### src/odh_pkg.sv
// shared types, mode codes and threshold tables for the ordered dither halftoner
package odh_pkg;

    localparam int PIX_W   = 8;
    localparam int MODE_W  = 2;
    localparam int PHASE_W = 2;

    typedef logic [PIX_W-1:0]   pix_t;
    typedef logic [MODE_W-1:0]  mode_t;
    typedef logic [PHASE_W-1:0] phase_t;

    localparam mode_t MODE_FIXED  = 2'd0;
    localparam mode_t MODE_BAYER2 = 2'd1;
    localparam mode_t MODE_BAYER4 = 2'd2;
    localparam mode_t MODE_LEVEL4 = 2'd3;

    localparam pix_t FIXED_THR = 8'd127;
    localparam pix_t LVL_ZERO  = 8'd0;
    localparam pix_t LVL_ONE   = 8'd63;
    localparam pix_t LVL_TWO   = 8'd127;
    localparam pix_t LVL_THREE = 8'd191;
    localparam pix_t LVL_FULL  = 8'd255;

    typedef struct packed {
        pix_t pixel;
        logic frame_start;
        logic row_end;
    } in_beat_t;

    typedef struct packed {
        pix_t out_pixel;
        logic out_row_end;
    } out_beat_t;

    // 2x2 matrix, index {row, col}
    function automatic pix_t bayer2_thr(input logic [1:0] idx);
        pix_t thr;
        unique case (idx)
            2'd0: thr = 8'd96;
            2'd1: thr = 8'd160;
            2'd2: thr = 8'd224;
            2'd3: thr = 8'd32;
            default: thr = 8'd96;
        endcase
        return thr;
    endfunction

    // 4x4 matrix, index {row, col}
    function automatic pix_t bayer4_thr(input logic [3:0] idx);
        pix_t thr;
        unique case (idx)
            4'd0:  thr = 8'd88;
            4'd1:  thr = 8'd151;
            4'd2:  thr = 8'd104;
            4'd3:  thr = 8'd167;
            4'd4:  thr = 8'd215;
            4'd5:  thr = 8'd24;
            4'd6:  thr = 8'd231;
            4'd7:  thr = 8'd40;
            4'd8:  thr = 8'd120;
            4'd9:  thr = 8'd183;
            4'd10: thr = 8'd72;
            4'd11: thr = 8'd135;
            4'd12: thr = 8'd247;
            4'd13: thr = 8'd56;
            4'd14: thr = 8'd199;
            4'd15: thr = 8'd8;
            default: thr = 8'd88;
        endcase
        return thr;
    endfunction

    // four-level thresholds, lowest step
    function automatic pix_t level_a_thr(input logic [1:0] idx);
        pix_t thr;
        unique case (idx)
            2'd0: thr = 8'd21;
            2'd1: thr = 8'd42;
            2'd2: thr = 8'd64;
            2'd3: thr = 8'd0;
            default: thr = 8'd21;
        endcase
        return thr;
    endfunction

    function automatic pix_t level_b_thr(input logic [1:0] idx);
        pix_t thr;
        unique case (idx)
            2'd0: thr = 8'd106;
            2'd1: thr = 8'd128;
            2'd2: thr = 8'd150;
            2'd3: thr = 8'd85;
            default: thr = 8'd106;
        endcase
        return thr;
    endfunction

    function automatic pix_t level_c_thr(input logic [1:0] idx);
        pix_t thr;
        unique case (idx)
            2'd0: thr = 8'd192;
            2'd1: thr = 8'd213;
            2'd2: thr = 8'd234;
            2'd3: thr = 8'd171;
            default: thr = 8'd192;
        endcase
        return thr;
    endfunction

endpackage

### src/odh_quantize.sv
// per-pixel threshold lookup and level selection
module odh_quantize (
    input  odh_pkg::mode_t  mode,
    input  odh_pkg::phase_t row_phase,
    input  odh_pkg::phase_t col_phase,
    input  odh_pkg::pix_t   pixel,
    output odh_pkg::pix_t   level
);
    import odh_pkg::*;

    logic [1:0] idx2;
    logic [3:0] idx4;
    pix_t       thr2;
    pix_t       thr4;
    pix_t       thr_a;
    pix_t       thr_b;
    pix_t       thr_c;

    assign idx2  = {row_phase[0], col_phase[0]};
    assign idx4  = {row_phase, col_phase};
    assign thr2  = bayer2_thr(idx2);
    assign thr4  = bayer4_thr(idx4);
    assign thr_a = level_a_thr(idx2);
    assign thr_b = level_b_thr(idx2);
    assign thr_c = level_c_thr(idx2);

    always_comb
    begin
        unique case (mode)
            MODE_FIXED:  level = (pixel < FIXED_THR) ? LVL_ZERO : LVL_FULL;
            MODE_BAYER2: level = (pixel < thr2) ? LVL_ZERO : LVL_FULL;
            MODE_BAYER4: level = (pixel < thr4) ? LVL_ZERO : LVL_FULL;
            MODE_LEVEL4:
            begin
                priority if (pixel < thr_a)
                    level = LVL_ZERO;
                else if (pixel < thr_b)
                    level = LVL_ONE;
                else if (pixel < thr_c)
                    level = LVL_TWO;
                else
                    level = LVL_THREE;
            end
            default: level = LVL_ZERO;
        endcase
    end

endmodule

### src/ordered_dither_halftoner_core.sv
// top level of the ordered dither halftoner
// path: an accepted beat passes the input register, then the result register
// throughput: one pixel per cycle while results are taken; input and result registers
//   form a two-stage pipeline, advancing when the result one is empty or being taken
// reset: asynchronous active-low rst_n clears both valid flags, the mode register
//   (fixed threshold) and the row and column phases; payload registers are not reset
module ordered_dither_halftoner_core (
    input  logic              clk,
    input  logic              rst_n,
    // configuration write port, mode register only
    input  logic              cfg_we,
    input  odh_pkg::mode_t    cfg_wdata,
    // pixel input channel
    input  logic              pix_valid,
    output logic              pix_ready,
    input  odh_pkg::in_beat_t pix_data,
    // halftoned result channel
    output logic               res_valid,
    input  logic               res_ready,
    output odh_pkg::out_beat_t res_data
);
    import odh_pkg::*;

    // configuration
    mode_t mode_reg;

    // raster position of the next pixel to arrive
    phase_t row_phase_reg;
    phase_t col_phase_reg;
    phase_t row_phase_next;
    phase_t col_phase_next;

    // phases that the current input beat is halftoned with
    phase_t row_use;
    phase_t col_use;

    // input stage: pixel plus its resolved phase
    logic   s1_valid_reg;
    pix_t   s1_pixel_reg;
    logic   s1_row_end_reg;
    phase_t s1_row_reg;
    phase_t s1_col_reg;

    // result stage
    logic      out_valid_reg;
    out_beat_t out_beat_reg;

    logic in_fire;
    logic s1_advance;
    logic out_free;
    pix_t level;

    always_ff @(posedge clk or negedge rst_n)
    begin
        if (!rst_n)
            mode_reg <= MODE_FIXED;
        else if (cfg_we)
            mode_reg <= cfg_wdata;
    end

    // the result register frees when empty or when its beat is taken this cycle
    assign out_free   = !out_valid_reg || res_ready;
    assign s1_advance = s1_valid_reg && out_free;
    assign pix_ready  = !s1_valid_reg || out_free;
    assign in_fire    = pix_valid && pix_ready;

    // frame start forces phase (0,0) for this pixel
    always_comb
    begin
        if (pix_data.frame_start)
        begin
            row_use = '0;
            col_use = '0;
        end
        else
        begin
            row_use = row_phase_reg;
            col_use = col_phase_reg;
        end
    end

    // after a row end the column restarts and the row steps; both wrap mod 4
    always_comb
    begin
        if (pix_data.row_end)
        begin
            row_phase_next = row_use + phase_t'(1);
            col_phase_next = '0;
        end
        else
        begin
            row_phase_next = row_use;
            col_phase_next = col_use + phase_t'(1);
        end
    end

    always_ff @(posedge clk or negedge rst_n)
    begin
        if (!rst_n)
        begin
            row_phase_reg <= '0;
            col_phase_reg <= '0;
        end
        else if (in_fire)
        begin
            row_phase_reg <= row_phase_next;
            col_phase_reg <= col_phase_next;
        end
    end

    // input stage control
    always_ff @(posedge clk or negedge rst_n)
    begin
        if (!rst_n)
            s1_valid_reg <= 1'b0;
        else if (pix_ready)
            s1_valid_reg <= pix_valid;
    end

    // input stage payload
    always_ff @(posedge clk)
    begin
        if (in_fire)
        begin
            s1_pixel_reg   <= pix_data.pixel;
            s1_row_end_reg <= pix_data.row_end;
            s1_row_reg     <= row_use;
            s1_col_reg     <= col_use;
        end
    end

    odh_quantize u_quantize (
        .mode      (mode_reg),
        .row_phase (s1_row_reg),
        .col_phase (s1_col_reg),
        .pixel     (s1_pixel_reg),
        .level     (level)
    );

    // result stage control
    always_ff @(posedge clk or negedge rst_n)
    begin
        if (!rst_n)
            out_valid_reg <= 1'b0;
        else if (out_free)
            out_valid_reg <= s1_valid_reg;
    end

    // result stage payload
    always_ff @(posedge clk)
    begin
        if (s1_advance)
        begin
            out_beat_reg.out_pixel   <= level;
            out_beat_reg.out_row_end <= s1_row_end_reg;
        end
    end

    assign res_valid = out_valid_reg;
    assign res_data  = out_beat_reg;

endmodule

### config.mk
export PLATFORM = sky130hd
export DESIGN_NAME = ordered_dither_halftoner_core
export DESIGN_NICKNAME = d
export VERILOG_FILES = /design/src/odh_pkg.sv /design/src/odh_quantize.sv /design/src/ordered_dither_halftoner_core.sv
export SDC_FILE = /design/constraint.sdc
export NUM_CORES = 1
export LEC_CHECK = 0
export BUFFER_PORTS_ARGS = -buffer_cell sky130_fd_sc_hd__buf_2
export CORE_ASPECT_RATIO = 2
export CORE_MARGIN = 1
export CORE_UTILIZATION = 40
export CTS_CLUSTER_DIAMETER = 200
export DETAILED_ROUTE_END_ITERATION = 8
export HOLD_SLACK_MARGIN = 0.12
export PLACE_DENSITY_LB_ADDON = 0.15
export SYNTH_ARGS = -nofsm -noshare
export SYNTH_HDL_FRONTEND = slang
export SYNTH_SLANG_ARGS = --single-unit
### constraint.sdc
create_clock -name clk -period 3.05 [get_ports clk]
set_input_delay 0.1525 -clock clk [delete_from_list [all_inputs] [get_ports clk]]
set_output_delay 0.1525 -clock clk [all_outputs]
set_load 0.005 [all_outputs]
Word level (Yosys, flattened, before mapping)
Memory sizes are Yosys's and may differ from the RTL's. A register that Yosys moved wholly into a read port is not among the register bits.
Cells that the tools add are included.
{"block": "classes", "addsub": 2, "order_cmp": 6, "n_eq_ne": 6, "mux": 16, "n_reduce_logical": 8}
{"op": "8-bit case mux with 4 select lines", "count": 5}
{"op": "8-bit 2-to-1 mux", "count": 6}
{"op": "8-bit less-than comparator", "count": 5}
{"op": "2-bit equality test (second input constant)", "count": 4}
{"op": "8-bit by 7-bit less-than comparator with 1-bit output (second input constant)", "count": 1}
{"op": "2-bit 2-to-1 mux", "count": 4}
{"op": "2-bit by 1-bit adder with 2-bit output (second input constant)", "count": 2}
{"op": "2-bit by 1-bit equality test with 1-bit output (second input constant)", "count": 2}
{"op": "2-bit logical NOT", "count": 2}
{"op": "4-bit 2-to-1 mux", "count": 1}
{"op": "1-bit logical AND", "count": 2}
{"op": "1-bit logical NOT", "count": 2}
{"op": "1-bit logical OR", "count": 2}
{"block": "totals", "register_bits": 30, "mem_bits_ro": 128, "inputBits": 17, "output_inout_bits": 11, "word_cells": 50, "memories": 1}
{"memory": "(no name shown)", "words": 16, "width": 8, "read_ports": 1, "rd_ports_with_merged_regs": 1, "wr": 0, "line": "odh_pkg.sv:51", "source": "unique case (idx)"}

Depth between registers and ports, before layout
Gate-level depths: netlist (run 1).
{"block": "logic_depth", "ltp_word": 7, "depth_mapped": 9, "depth_no_buf": 9}

By module
From an unflattened synthesis (run 1), not the netlist that was laid out.
{"block": "hier_totals", "cells_unflattened": 167, "hier_area_um2": 1949.4}
{"mod": "ordered_dither_halftoner_core", "n_inst": 1, "cells_each": 59, "area_per_inst_um2": 1078.5, "seq_area_each_um2": 860.8}
{"mod": "odh_quantize", "n_inst": 1, "cells_each": 108, "area_per_inst_um2": 870.8, "seq_area_each_um2": 0.0}

Worst setup path after synthesis (run 1)
No wires, ideal clock.
{"block": "synth_path", "kind": "reg-to-reg", "startpoint": "reg s1_col_reg[0]", "endpoint": "reg out_beat_reg (netlist bit res_data[7]), data pin", "setup_ps": 273, "t_arrival_ps": 1919, "required_ps": 2777, "setup_slack_ps": 858, "stages_incl_launch_ff": 10, "path_buffers": 0, "period_less_slack_ps": 2192, "cell_sequence": "edfxtp_1 inv_1 ha_1 inv_1 ha_1 and3_1 a221oi_1 o32ai_1 a21bo_1 o22ai_1"}
{"block": "synth_via", "elab_chain_cells": 7, "elab_cells_between_ends": 17, "classes_between": "4 x order compare; 3 x eq/ne; 9 x mux; 1 x reduce/logical"}
{"item": "start, declared", "line": "ordered_dither_halftoner_core.sv:42", "source": "phase_t s1_col_reg;"}
{"item": "start signal, assigned", "line": "ordered_dither_halftoner_core.sv:128", "source": "s1_col_reg <= col_use;"}
{"item": "2-bit equality test, or another cell as far along"}
{"item": "8-bit case mux with 4 select lines", "line": "odh_pkg.sv:100", "source": "unique case (idx)"}
{"item": "8-bit less-than comparator", "line": "odh_quantize.sv:39", "source": "else if (pixel < thr_c)"}
{"item": "8-bit 2-to-1 mux", "line": "odh_quantize.sv:39"}
{"item": "8-bit 2-to-1 mux", "line": "odh_quantize.sv:37", "source": "else if (pixel < thr_b)"}
{"item": "8-bit 2-to-1 mux", "line": "odh_quantize.sv:35", "source": "priority if (pixel < thr_a)"}
{"item": "8-bit case mux with 4 select lines *", "line": "odh_quantize.sv:29", "source": "unique case (mode)"}
{"item": "via level[6]", "line": "ordered_dither_halftoner_core.sv:51", "source": "pix_t level;"}
{"item": "end, declared", "line": "ordered_dither_halftoner_core.sv:46", "source": "out_beat_t out_beat_reg;"}
The timed path passes the listed nets; every way through them passes the cells marked *. The select of a mux whose other input is x is not followed.
A chain may end at the register's enable or synchronous reset.

Worst setup path in the final report (run 1)
Ends and elaborated chain as after synthesis.

==> flow_summary.toml, run 1 <==
[final_layout]
layout.nets = 251
ff_latch_area_um2 = 811
largest_reg_flops = 8
multi_input_area_um2 = 937
final_common_cell = "ha_1"
fillCellCount = 417
layout.cells.non_filler = 258
fin_area_mm2 = 0.00220
final_util_pct = 50.2
drive_gt1_share_pct = 18.6
layout_common_cells = "31 x ha_1, 27 x buf_2, 17 x edfxtp_1"
syn2layout_area_growth_pct = 19.7
diodes = 0

[timing]
grt_setup_unrepaired = "false"
setup-violations-final = 0
period_needed_ns = 2.53
period_share_pct = 82.9
finClkSkew_ns = 0.00289
slew_headroom_pct = 52.7
clock.fmax_mhz = 395
slew_violations = 0
worst_pin_slew_ns = 0.692
finalSetupTns_ns = 0
hold_viol_final = 0

[placement]
gp_congestion = 0.893
placed_cells = 239
hpwlAfterDp_um = 3140
io_buffer_count = 27
place_area_mm2 = 0.00200

[critical_path]
crit_family = "compound AO/OA/AOI/OAI gates"
cp_slowest_cell = "a2111oi_0"
r2r_slack_ns = 0.52
critPathArrivalTime_ns = 2.54
endpoint_kind = "register"
critical_path_buf_inv_count = 1
criticalPathCategory = "reg -> reg"
max_stage_delay_ns = 0.64
worstPathCellList = "inv_1, ha_1, nor2_1, ha_1, a2111oi_0, o32ai_1, a21bo_1, o22ai_1"
crit_top_cell = "ha_1"
worst_ep_required_time_ns = 3.06
critPathLaunchType = "register"
cp_max_fo = 8

[hold_path]
hold_path.class = "in -> reg"

[clock_network]
cts_tree = "done"
postCtsSetupRepairBufs = 0
cts.sinks = 30
path_clk_slew_ns = 0.06
htree_levels = 2
cts-root-buf = "clkbuf_8"
cts_buffers = 5
cts_buffer_depth = 2
clk_latency_ns = 0.27

[global_routing]
grt_overflow_total = 0
grt.total_usage_pct = 18.2
grt_pass1_wl_um = 6670
grt_max_degree = 16
grt_pass1_vias = 1466
antenna_found_initial = 0

[pwr]
power.density_mw_per_mm2 = 502
ir_worst_vdd_mv = 0.392
total_power_uw = 1100
power.leakage_uw = 0.00102

[synthesis]
synth.distinct_cells = 40
synth.area.top_cells = "edfxtp_1 28%, ha_1 21%, dfrtp_1 11%"
synth_top_area_share_pct = 27.8
syn-mean-instance-area_um2 = 11.2
synth_seq_area_share_pct = 44.1
yosys_warnings = 0
synth_area_leader_cell = "edfxtp_1"
synth.ff_latch_count = 30
syn_area_mm2 = 0.00184
synth_edf_count = 17
synthArstFlopShare_pct = 26.7
netlist_instances = 164
syn_nets = 212
synth_flop_cell = "edfxtp_1"

[die]
start_util_pct = 42.0
die_w_um = 50.0
fp.dieH_um = 97.9
core-area_mm2 = 0.00438
io_pins = 28
die_area_mm2 = 0.00489
rows = 34

[route]
antenna_left = 0
vias = 1369
dr.pass1.iters = 4
wl_per_cell_um = 14.9
routed_wl_um = 3840
routed_via_density = 5.31
drc = 0
drtIter0Drc = 13

[status]
outcome = "finished clean"

[run]
cap_violations = 0
path summary, 6_finish.rpt:
| check | from | endpoint | cells past startpoint |
|---|---|---|---|
| max | s1_col_reg[0]$_DFFE_PP_ | res_data[7]$_DFFE_PP_ | 8 |
| max reg2reg | s1_col_reg[0]$_DFFE_PP_ | res_data[7]$_DFFE_PP_ | 8 |
| min | cfg_wdata[0] | mode_reg[0]$_DFFE_PN0P_ | 2 |
| min in group asynchronous | rst_n | res_valid$_DFFE_PN0P_ | 2 |
| min reg2reg | s1_row_end_reg$_DFFE_PP_ | res_data[0]$_DFFE_PP_ | 0 |
| max in group asynchronous | rst_n | col_phase_reg[1]$_DFFE_PN0P_ | 2 |
worst reg2reg max path, delay by kind of cell (launching register included):
| kind | cells | cell delay [ns] |
|---|---|---|
| flops | 1 | 0.52 |
| buf+inv | 1 | 0.13 |
| simple gates | 1 | 0.12 |
| compound gates | 4 | 1.09 |
| fa+ha+maj | 2 | 0.39 |
area by class of cell:
class	instances	share of cell area, %
clock inverter	1	0.227
inverter	13	2.22
clock buffer	7	3.92
tap	54	3.07
sequential	30	36.8
multi-input combinational	115	42.6
timing repair buffer	38	11.1
where the power goes:
| part | total [uW] | internal, uW | switching [uW] | leakage (uW) |
|---|---|---|---|---|
| combinational | 267 | 131 | 136 | 0.000667 |
| sequential | 517 | 480 | 37.0 | 0.000304 |
| clock | 321 | 182 | 140 | 0.0000482 |
what timing repair did:
item | in CTS | in global routing
hold buffers | 11 | 0
hold endpoints to repair | 18 | 0
setup endpoints to repair | 0 | 0
resized for setup | 0 | 0
cell usage after synthesis (2+ instances only):
master and count:
ha_1 31, edfxtp_1 17, inv_1 13, a21oi_1 8, dfrtp_1 8, nand2b_1 8
a21o_1 7, nand2_1 6, o21ai_0 6, buf_4 5, dfxtp_1 5, nor2_1 5
nor2b_1 5, nand3_1 3, nand4_1 3, xnor2_1 3, a31oi_1 2, and3_1 2
mux2_2 2, nor3_1 2, o22ai_1 2, o31ai_1 2, xor2_1 2
layer usage:
metal	track usage, %	routed length [um]	up-vias
met5	0	0	-
met4	12.7	160	0
met3	3.58	92	13
met2	32.8	2220	30
met1	17.7	1370	646
li1	-	-	680
per-stage QoR:
| step | hold slack, ns | setup WS [ns] |
|---|---|---|
| CTS | 0.127 | 0.536 |
| detailed placement | 0.0118 | 0.558 |
| global placement | 0.00376 | 0.626 |
| floorplan | -0.143 | 0.858 |
| finish | 0.133 | 0.521 |
| global route | 0.137 | 0.429 |
cells by family after synthesis:
kind of cell	synth area share [%]
muxes	1.77
buffers and inverters	4.97
and+or+nand+nor	10.5
DFF	44.1
adders and majority gates	21.1
AOI/OAI and AO/OA	15.2
xor gates and xnor gates	2.38
(Power assumes the default switching activity.)
==> run 2, diff against run 1 <==
Clock period 3.05 ns to 2.2 ns, I/O delays scaled along.
==> run 2 against run 1 <==
  * The run now ends with setup timing left
  * Sequential share of layout area decreased by 5.5 points
  * Total power increased by 59%
  * Global-route usage increased by 1.7 points
  * Die area unchanged
  * Core utilization increased by 8.8 points
  * Via count increased by 9.3%
  * Clock-buffer cell count increased by 1
  * Maximum frequency increased by 13%
  * Combinational power increased by 98%
  * Largest cell class unchanged
==> flow_summary.toml, run 2 (synthesized netlist as in run 1, its figures left out) <==
[critical_path]
critPathArrivalTime_ns = 2.36
cp_max_fo = 4
worstReg2RegStart = "s1_col_reg[0]$_DFFE_PP_"
criticalPathCategory = "reg -> reg"
worst_ep_required_time_ns = 2.32
setup.worst_path.start = "s1_col_reg[0]$_DFFE_PP_"
critPathLaunchType = "register"
endpoint_kind = "register"

[route]
dr_wl_met2_um = 2560
top_layer = "met4"
routed_wl_um = 4580
vias = 1497
wl_per_cell_um = 16.1
drtIter0Drc = 16
drc = 0
antenna_left = 0
route.met3.wl_um = 93
dr.pass1.iters = 4
m1WireLength_um = 1630
routed_via_density = 5.27

[placement]
io_buffer_count = 27
gp_congestion = 0.983
hpwlAfterDp_um = 3310
place_area_mm2 = 0.00212

[clock_network]
path_clk_slew_ns = 0.06
cts_buffers = 5
htree_levels = 2
cts_tree = "done"
cts-root-buf = "clkbuf_8"
cts_buffer_depth = 2
cts.sinks = 30
clk_latency_ns = 0.28

[die]
die_area_mm2 = 0.00489
fp.dieH_um = 97.9
start_util_pct = 42.0
core-area_mm2 = 0.00438
rows = 34
die_w_um = 50.0
io_pins = 28

[timing]
worst_pin_slew_ns = 0.532
setup-violations-final = 2
hold_viol_final = 0
finalSetupTns_ns = -0.0649
clock.fmax_mhz = 447
grt_setup_unrepaired = "true"
slew_headroom_pct = 64.1
period_needed_ns = 2.24
finClkSkew_ns = 0.00352
setup_slack_ns = -0.0388
period_share_pct = 102
slew_violations = 0

[status]
violations = "setup timing"
outcome = "complete, but fails checks"

[final_layout]
diodes = 0
largest_reg_flops = 8
drive_gt1_share_pct = 36.1
syn2layout_area_growth_pct = 40.7
final_common_cell = "buf_2"
final_util_pct = 59.1
layout_common_cells = "27 x buf_2, 23 x ha_1, 21 x buf_4"
layout.nets = 277
fin_area_mm2 = 0.00259

[pwr]
power.density_mw_per_mm2 = 677
ir_worst_vdd_mv = 0.621
power.leakage_uw = 0.00116

[global_routing]
grt_pass1_wl_um = 7260
antenna_found_initial = 0
grt_pass1_vias = 1577
grt.total_usage_pct = 19.9
grt_max_degree = 13
grt_overflow_total = 0

[run]
cap_violations = 0

[hold_path]
hold_path.class = "in -> reg"
hp-start = "res_ready"
run 2: cell types whose count changed in the layout (fill, tap and decap cells not counted), moves of 3 or more:
cell,before,now
ha_1,31,23
inv_1,13,8
buf_4,0,21
dlygate4sd3_1,11,15
ha_4,0,7
inv_2,0,3
run 2: metal layers:
layer	vias up	GRT usage (%)
met1	709	18.8
met4	0	14.3
met5	-	0
li1	731	-
met2	38	37.3
met3	19	2.49
run 2: final timing paths:
path                                                 to  slack, ns  depth (start not counted)
setup / recovery                  res_data[7]$_DFFE_PP_      -0.04                          8
hold / removal                    res_valid$_DFFE_PN0P_       0.13                          3
setup reg to reg                  res_data[7]$_DFFE_PP_      -0.04                          8
hold reg to reg                   res_data[0]$_DFFE_PP_       0.43                          0
max in group asynchronous  row_phase_reg[0]$_DFFE_PN0P_       1.81                          2
min in group asynchronous  col_phase_reg[0]$_DFFE_PN0P_       0.21                          2
run 2: worst max-delay path: stages, from the launching register on:
cell	delay [ns]
edfxtp_1	0.47
inv_2	0.15
ha_4	0.24
ha_4	0.27
and3_4	0.19
nand4_1	0.13
o32ai_2	0.30
a21bo_1	0.23
o22ai_1	0.11
run 2: final cells by class:
type / instances / area (um^2)
fillers: 367 / 1790
inverters: 13 / 53.8
multi-input cells: 115 / 1090
well taps: 54 / 67.6
flip-flops and latches: 30 / 811
clock buffers: 8 / 110
repair buffers: 64 / 454
run 2: through the flow:
step / worst slack, ns / total power, uW / hold slack, ns / std cells
final: -0.0388 / 1750 / 0.129 / 284
after global routing: -0.0987 / 1850 / 0.156 / 284
after CTS: 0.0000318 / 1710 / 0.127 / 281
after detailed placement: -0.105 / 1120 / -0.0324 / 255
after global placement: 0.0109 / 1100 / -0.0356 / 255
after floorplan: 0.00801 / 976 / -0.186 / 164
run 2: what timing repair did:
item | CTS | global route
gates resized for setup | 16 | 13
endpoints found under the hold margin | 20 | 0
hold buffers | 15 | 0
setup endpoints to repair | 3 | 3
pin swaps | 5 | 9
buffers inserted | 3 | 3
run 2: report_power, final:
part	switching, uW	internal [uW]	total, uW
clock	202	316	517
sequential	43.3	664	708
combinational	250	278	528
total	495	1260	1750
==> run 3, diff against run 2 <==
Settings changed: SKIP_CTS_REPAIR_TIMING set to 1.
==> run 3 against run 2 <==
  * Largest cell class unchanged
  * The run now ends clean
  * Final cell count decreased by 1.1%
  * Clock power fell by 0.8%
  * Total power is 0.84% lower
==> flow_summary.toml, run 3 (synthesized netlist as in run 1, its figures left out) <==
[timing]
grt_setup_unrepaired = "true"
period_share_pct = 100
finalSetupTns_ns = 0
finClkSkew_ns = 0.00519
worst_pin_slew_ns = 0.540
setup-violations-final = 0
slew_headroom_pct = 63.5
clock.fmax_mhz = 455
period_needed_ns = 2.20
whs_ns = 0.129
hold_viol_final = 0
slew_violations = 0

[critical_path]
reg2regPathDepth = 9
cp_max_fo = 3
worstPathCellList = "buf_4, ha_2, buf_4, ha_1, a21oi_2, o21ai_0, o21bai_2, a21bo_1, o22ai_1"
critPathLaunchType = "register"
cp_slowest_cell = "edfxtp_1"
crit_cells = 9
criticalPathCategory = "reg -> reg"
endpoint_kind = "register"
critPathArrivalTime_ns = 2.32
worst_ep_required_time_ns = 2.32
max_stage_delay_ns = 0.44
crit_top_cell = "buf_4"
crit_family = "compound AO/OA/AOI/OAI gates"
critical_path_buf_inv_count = 2

[final_layout]
layout.nets = 274
syn2layout_area_growth_pct = 38.9
final_util_pct = 58.3
drive_gt1_share_pct = 36.1
final_common_cell = "buf_2"
layout.cells.non_filler = 281
layout_common_cells = "27 x buf_2, 23 x ha_1, 18 x buf_4"
diodes = 0
largest_reg_flops = 8
fin_area_mm2 = 0.00255

[route]
antenna_left = 0
drtIter0Drc = 25
routed_wl_um = 4560
vias = 1485
drc = 0
routed_via_density = 5.28
dr.pass1.iters = 4
wl_per_cell_um = 16.2

[global_routing]
grt.total_usage_pct = 18.5
grt_overflow_total = 0
antenna_found_initial = 0
grt_pass1_vias = 1480
grt_max_degree = 13
grt_pass1_wl_um = 6730

[hold_path]
hold_path.class = "in -> reg"
hold_path_depth = 2

[pwr]
power.density_mw_per_mm2 = 680
power.leakage_uw = 0.00115
ir_worst_vdd_mv = 0.615

[placement]
hpwlAfterDp_um = 3310
gp_congestion = 0.983
io_buffer_count = 27
placed_cells = 255
place_area_mm2 = 0.00212

[clock_network]
htree_levels = 2
cts_buffers = 5
path_clk_slew_ns = 0.06
cts_buffer_depth = 2
cts_tree = "done"
cts.sinks = 30
cts-root-buf = "clkbuf_8"
clk_latency_ns = 0.28

[die]
io_pins = 28
die_w_um = 50.0
start_util_pct = 42.0
fp.dieH_um = 97.9
rows = 34
core-area_mm2 = 0.00438
die_area_mm2 = 0.00489

[status]
outcome = "finished clean"

[run]
cap_violations = 0
[run 3: changes by cell type in the layout (fill, tap and decap cells not counted)]
cell	change
buf_4	-3
a2111oi_2	+1
a21oi_1	-1
a2111oi_4	-1
dlygate4sd3_1	-1
buf_6	+1
inv_4	-1
inv_2	+1
a21oi_2	+1
[run 3: layout make-up]
cell class | instances | area, um^2
Inverter | 13 | 51.3
Sequential cell | 30 | 811
Fill cell | 379 | 1830
Timing Repair Buffer | 61 | 433
Multi-Input combinational cell | 115 | 1080
Tap cell | 54 | 67.6
Clock buffer | 8 | 110
[run 3: metrics by stage]
step | worst slack, ns | total power (uW)
floorplan | 0.00801 | 976
global placement | 0.0109 | 1100
detailed placement | -0.105 | 1120
CTS | -0.114 | 1640
global route | -0.0729 | 1840
finish | 0.000981 | 1740
[run 3: worst paths after layout]
path	start	to	slack, ns
setup reg to reg	s1_row_reg[0]$_DFFE_PP_	res_data[7]$_DFFE_PP_	0.001
hold reg to reg	s1_row_end_reg$_DFFE_PP_	res_data[0]$_DFFE_PP_	0.42
setup / recovery	s1_row_reg[0]$_DFFE_PP_	res_data[7]$_DFFE_PP_	0.001
min in group asynchronous	rst_n	col_phase_reg[0]$_DFFE_PN0P_	0.21
max in group asynchronous	rst_n	row_phase_reg[0]$_DFFE_PN0P_	1.81
hold / removal	pix_data[0]	col_phase_reg[1]$_DFFE_PN0P_	0.13
[run 3: metal layers]
layer  vias up  global-route usage (%)  part of all wire, %
met5         -                       0                    0
met4         0                    13.4                  6.5
met3        21                    2.65                  1.9
met2        36                    34.1                   57
met1       704                    17.8                   35
li1        724                       -                    -
[run 3: power by group]
group | switching [uW] | internal, uW | leakage (uW) | total [uW]
clock | 198 | 315 | 0.0000575 | 513
combinational | 247 | 271 | 0.000786 | 518
sequential | 43.0 | 664 | 0.000304 | 707
total | 488 | 1250 | 0.00115 | 1740
